===== src/rtl/cubic_hermite_interpolator_core_defines.svh =====
// ----------------------------------------------------------------------------
// cubic hermite interpolator core assertion macros
// same-cycle and next-cycle implication checks under asynchronous reset
// ----------------------------------------------------------------------------
`ifndef CUBIC_HERMITE_INTERPOLATOR_CORE_DEFINES_SVH
`define CUBIC_HERMITE_INTERPOLATOR_CORE_DEFINES_SVH

`define CHI_ASSERT_NOW(lbl, clk_s, rst_s, ante, cons, msg) \
	lbl: assert property (@(posedge clk_s) disable iff (!rst_s) (ante) |-> (cons)) \
		else $error(msg);

`define CHI_ASSERT_NEXT(lbl, clk_s, rst_s, ante, cons, msg) \
	lbl: assert property (@(posedge clk_s) disable iff (!rst_s) (ante) |=> (cons)) \
		else $error(msg);

`endif


===== src/rtl/chi_pkg.sv =====
// ----------------------------------------------------------------------------
// chi_pkg
// widths, constants and the basis weight bundle of the hermite interpolator
// ----------------------------------------------------------------------------
`default_nettype none

package chi_pkg;

	localparam int TW  = 17;
	localparam int DW  = 32;
	localparam int WW  = 18;
	localparam int XW  = 52;
	localparam int TAGW = 3;

	localparam logic [TW-1:0] T_ONE = 17'd65536;
	localparam logic signed [XW-1:0] ONE_Q48 = 52'sd281474976710656;
	localparam logic signed [XW-1:0] HALF_Q32 = 52'sd2147483648;
	localparam logic [WW:0] W_ONE = 19'd65536;

	typedef logic signed [WW-1:0] weight_t;

	typedef struct packed {
		weight_t h00;
		weight_t h10;
		weight_t h01;
		weight_t h11;
	} weights_t;

endpackage

`default_nettype wire


===== src/rtl/chi_basis.sv =====
// ----------------------------------------------------------------------------
// chi_basis
// three-stage hermite basis weight generator: t squared, t cubed, weights
// ----------------------------------------------------------------------------
`default_nettype none

module chi_basis (
	input  wire logic             clk,
	input  wire logic             en,
	input  wire logic [16:0]      t_in,
	output chi_pkg::weights_t     w
);
	import chi_pkg::*;

	logic [TW-1:0] tc;
	logic [2*TW-1:0] sq;
	logic [TW-1:0] t_s1;
	logic [2*TW-2:0] tt_s1;
	logic [3*TW-2:0] cube;
	logic [TW-1:0] t_s2;
	logic [2*TW-2:0] tt_s2;
	logic [3*TW-3:0] t3_s2;
	logic signed [XW-1:0] t1w, t2w, t3w;
	logic signed [XW-1:0] x00, x10, x01, x11;
	weights_t w_s3;

	function automatic weight_t rnd(input logic signed [XW-1:0] x);
		logic signed [XW-1:0] r;
		r = x + HALF_Q32;
		return $signed(r[WW+31:32]);
	endfunction

	// position beyond one clamps to one
	assign tc = (t_in > T_ONE) ? T_ONE : t_in;
	assign sq = {{TW{1'b0}}, tc} * {{TW{1'b0}}, tc};
	assign cube = {{TW{1'b0}}, tt_s1} * {{(2*TW-1){1'b0}}, t_s1};

	always_ff @(posedge clk) begin
		if (en) begin
			t_s1  <= tc;
			tt_s1 <= sq[2*TW-2:0];
			t_s2  <= t_s1;
			tt_s2 <= tt_s1;
			t3_s2 <= cube[3*TW-3:0];
			w_s3  <= '{h00: rnd(x00), h10: rnd(x10), h01: rnd(x01), h11: rnd(x11)};
		end
	end

	// powers of t in q.48
	assign t1w = $signed({3'b000, t_s2, 32'd0});
	assign t2w = $signed({3'b000, tt_s2, 16'd0});
	assign t3w = $signed({3'b000, t3_s2});

	assign x00 = (t3w <<< 1) - (t2w <<< 1) - t2w + ONE_Q48;
	assign x10 = t3w - (t2w <<< 1) + t1w;
	assign x01 = (t2w <<< 1) + t2w - (t3w <<< 1);
	assign x11 = t3w - t2w;

	assign w = w_s3;

endmodule

`default_nettype wire


===== config.mk =====
export PLATFORM = sky130hd
export DESIGN_NAME = chi_basis
export DESIGN_NICKNAME = d
export VERILOG_FILES = /design/src/rtl/cubic_hermite_interpolator_core_defines.svh /design/src/rtl/chi_pkg.sv /design/src/rtl/chi_basis.sv
export SDC_FILE = /design/constraint.sdc
export NUM_CORES = 2
export LEC_CHECK = 0
export BUFFER_PORTS_ARGS = -buffer_cell sky130_fd_sc_hd__clkbuf_2
export CORE_UTILIZATION = 54
export CTS_BUF_LIST = sky130_fd_sc_hd__clkbuf_8
export CTS_CLUSTER_DIAMETER = 200
export CTS_CLUSTER_SIZE = 12
export DETAILED_ROUTE_END_ITERATION = 7
export PLACE_DENSITY = 0.74
export SLEW_MARGIN = 30
export SYNTH_ARGS = -nofsm -noshare
export SYNTH_HDL_FRONTEND = slang
export SYNTH_SLANG_ARGS = --single-unit

===== constraint.sdc =====
create_clock -name clk -period 10.7 [get_ports clk]
set_input_delay 1.07 -clock clk [delete_from_list [all_inputs] [get_ports clk]]
set_output_delay 1.07 -clock clk [all_outputs]
set_load 0.01 [all_outputs]

# Yosys cells after proc, flatten, opt, wreduce, memory -nomap -nowiden
# Index checks and enable logic that the tools add are counted.
# W data, S select, Z words.
[op_classes] n_mux=1 addsub=12 mul=2 magnitude_cmp=1
[ops] operator="$add A50 B33 Y50 const B" count=4
[ops] operator="$sub A50 B50 Y50" count=3
[ops] operator="$add A50 B49 Y50" count=1
[ops] operator="$add A50 B50 Y50" count=1
[ops] operator="$add A50 B50 Y50 const B" count=1
[ops] operator="$sub A49 B49 Y50" count=1
[ops] operator="$sub A49 B50 Y50" count=1
[ops] operator="$mul A33 B17 Y49" count=1
[ops] operator="$mul A17 B17 Y33" count=1
[ops] operator="$gt A17 B17 Y1 const B" count=1
[ops] operator="$mux W17" count=1
[totals] output_inout_bits=72 inputBits=19 regBits=221 wordCells=25

# Logic depth before layout (Yosys ltp)
[depth] depth_word=4 ltp_mapped=30 ltp_nobuf=28

# Worst setup path before layout
# Ideal clock, no wire load.
[synth_timing] kind="input port to flip-flop" from="input t_in[9]" to="register tt_s1[32], data pin" arrival_time_ns=7.468 required_time_ns=10.442 path_stages=30 setup_time_ns=0.258 slack_ns=2.974 n_path_buf=3 path_cell_list="clkbuf_1 nor4_1 nand4_1 nand2_1 clkbuf_1 and2_1 clkbuf_1 nand2_1 fa_1 inv_1 fa_1 inv_1 fa_1 inv_1 fa_1 fa_1 inv_1 fa_1 inv_1 ha_1 and4_1 o2111ai_1 nand3b_1 o31a_1 o21ai_1 o21ai_1 o211ai_1 nand2b_1 a41o_1 xnor2_1"
[synth_between] elab_chain_cells=3
[synth_lines] item="start: declaration" line="chi_basis.sv:10" text="input wire logic [16:0] t_in,"
[synth_lines] item="$gt A17 B17 Y1" line="chi_basis.sv:34" text="assign tc = (t_in > T_ONE) ? T_ONE : t_in;"
[synth_lines] item="$mux W17 (*)" line="chi_basis.sv:34"
[synth_lines] item="named net tc[9]" line="chi_basis.sv:15" text="logic [TW-1:0] tc;"
[synth_lines] item="$mul A17 B17 Y33 (*)" line="chi_basis.sv:35" text="assign sq = {{TW{1'b0}}, tc} * {{TW{1'b0}}, tc};"
[synth_lines] item="named net sq[32]" line="chi_basis.sv:16" text="logic [2*TW-1:0] sq;"
[synth_lines] item="end signal: assignment" line="chi_basis.sv:41" text="tt_s1 <= sq[2*TW-2:0];"
[synth_lines] item="end: declaration" line="chi_basis.sv:18" text="logic [2*TW-2:0] tt_s1;"
# Mark *: on every way through the listed nets, which the timed path passes. The rest lies on a longest branch.
# A chain may end at the register's enable or synchronous reset.

# Worst setup path after layout
[layout_timing] from="input t_in[10]" to="register tt_s1[32], data pin"
[layout_between] elab_chain_cells=3
[layout_lines] item="$gt A17 B17 Y1" line="chi_basis.sv:34"
[layout_lines] item="$mux W17 (*)" line="chi_basis.sv:34"
[layout_lines] item="$mul A17 B17 Y33 (*)" line="chi_basis.sv:35"
[layout_lines] item="named net sq[32]" line="chi_basis.sv:16"
# Marks and branches as above.

==> reports/results.txt <==
Final period util -> 76.73%
Slowest stage delay, CP -> 590 ps
Layout cells sized above 1 -> 4.170%
Clk Tree Root Cell -> clkbuf_8
# DRC -> 0
ANT nets after route -> 0
Max-slew violations -> 0
Leading post-synthesis cells by cell area -> fa_1 34%, edfxtp_1 16%, ha_1 15%
Fill count -> 6477
Clock slew at reported path FFs -> 90 ps
DR pass1 iterations -> 5
Overflow after GRT -> 0
DR vias/cell -> 5.501
Mean Syn Cell Area -> 9.498 µm²
Slew headroom -> 28.40%
Seq/Total Area, Yosys -> 15.90%
Setup TNS Final -> 0 ps
Number of synthesized register bits -> 216
Routed Wire Length -> 94050 µm
Tmin final -> 8210 ps
Die area -> 76650 µm²
CTS Sinks -> 216
Async SR Flop Fraction -> 0%
Cells after synthesis -> 4295
Synth top area share -> 33.96%
HPWL Detailed -> 73890 µm
Slowest library cell on the worst path -> nand2_1
Clock Path Buffers -> 3
# setup viols final -> 0
Final setup margin -> 2490 ps
Core area -> 74570 µm²
Post-CTS Resized -> 0
EDFF count, synth -> 216
Total GRT Usage -> 25.27%
Clock latency on the worst-skew pair -> 630 ps
Worst slew pin tran -> 1074 ps
Area growth from synthesis to layout -> 4.352%
Maximum clock rate -> 0.1218 GHz
Cts bufs inserted -> 21
TritonCTS clock tree -> yes
Kind of critical path -> primary input to flop
Die height -> 276.9 µm
Layout Nets -> 5525
Input/output buffers -> 90
Hold Buf Count CTS -> 0
RSZ-0062 raised after global routing -> no
WL/cell -> 17.79 µm
Final hold vios -> 0
Die width -> 276.9 µm
Initial Utilization -> 54.71%
Clock skew -> 38.70 ps
Cell mode on critical path -> fa_1
Worst slack, placed -> 1903 ps
Worst Path Arrival -> 8580 ps
Row Count -> 100
Critical Path Fanout Max -> 30
Via count -> 29090
Final GP Congestion -> 0.9321
Startpoint types -> primary input
Cell taking the most area after synthesis -> fa_1
Post-CTS setup buffer count -> 0
Top_reg_cell synth -> edfxtp_1
Largest net degree at the start of global routing -> 102
H-tree lvl count -> 1
MaxCap Viol Count -> 0
Outcome -> complete, no violations
Hold Crit Class -> flop to flop
Syn. warnings -> 0
Initial antenna violation count -> 1
Unique masters post-synth -> 80
Req. time, crit path -> 11070 ps
Initial drt markers -> 1867
IO Count -> 91
Synthesized cell area -> 40800 µm²
Vias in the first global route -> 30810
Crit end category -> flop
First-pass GRT wire length -> 155800 µm
cell usage after synthesis, drive strengths merged (26+ instances only):
cell    number
o21a        26
and3        44
xnor2      114
inv        970
a21oi      178
nand2      566
and2       185
nor2b       30
edfxtp     216
a21o       109
clkbuf     153
fa         692
o21ai      102
ha         496
nor2        85
nand3       38
xor2        38
final timing paths:
check	startpoint	end	slack [ps]	cells after the start
hold reg to reg	t_s1[13]$_DFFE_PP_	t_s2[13]$_DFFE_PP_	780	0
setup reg to reg	t_s1[5]$_DFFE_PP_	t3_s2[48]$_DFFE_PP_	2810	23
hold / removal	t_s1[13]$_DFFE_PP_	t_s2[13]$_DFFE_PP_	780	0
setup / recovery	t_in[10]	tt_s1[32]$_DFFE_PP_	2490	28
final cells by class:
cell class	count	area, µm²	area share (%)
Timing Repair Buffer	125	730.7	1.716
Clock buffer	21	289.0	0.6789
Inverter	970	3641	8.553
Sequential cell	216	6486	15.24
Antenna cell	1	2.502	0.005878
Clock inverter	1	7.507	0.01763
Tap cell	969	1212	2.848
Multi-Input combinational cell	2984	30200	70.94
critical path: cells and delay by family:
family                   cells  cell delay, ps
XOR/XNOR                     1             120
AO/OA/AOI/OAI                7            1620
buffers and inverters        6             480
AND/OR/NAND/NOR              7            2110
adder cells (fa/ha/maj)      7            3180
registers in the layout (all words and copies together) (netlist names):
name,cells
t_s2,16
tt_s1,31
w,72
t3_s2,49
tt_s2,31
t_s1,17
per-stage QoR:
step / util, % / instance area, µm² / hold WS [ps] / instances
floorplan: - / 40900 / 424.4 / 4323
global placement: 56.66 / 42250 / 747.5 / 5263
detailed placement: 56.66 / 42250 / 731.8 / 5263
CTS: 57.06 / 42550 / 751.4 / 5285
global route: 57.09 / 42570 / 789.1 / 5287
finish: 57.09 / 42570 / 776.6 / 5287
placed cells by master (no fill, tap or decap), drive strengths merged, types with 36 or more instances in the layout:
cell type and count:
clkbuf 110, a21o 109, edfxtp 216, xor2 38
nor2 85, nand2 566, and3 44, ha 496
fa 692, buf 36, and2 185, o21ai 102
xnor2 114, a21oi 178, inv 970, nand3 38
cells by family (layout without fill, tap and decap cells):
logic type               Yosys count  count (layout)  share of synthesized area (%)
adder cells (fa/ha/maj)         1188            1188                          49.17
buffers and inverters           1123            1117                          10.33
AND/OR/NAND/NOR                 1039            1039                          11.87
AO/OA/AOI/OAI                    574             574                          9.416
flip-flops                       216             216                          15.90
XOR/XNOR                         152             152                          3.263
other                              2              31                        0.01841
multiplexers                       1               1                        0.02760
layer usage:
layer / up-vias / track usage, % / part of all wire [%]
met4: 0 / 8.618 / 3.6
met1: 14310 / 34.69 / 43
li1: 13480 / - / -
met5: - / 0 / 0
met2: 1082 / 41.81 / 46
met3: 217 / 2.801 / 7.1
Power is not shown: default switching activity piles up to over one toggle a cycle in this logic, so the estimate is an artifact.
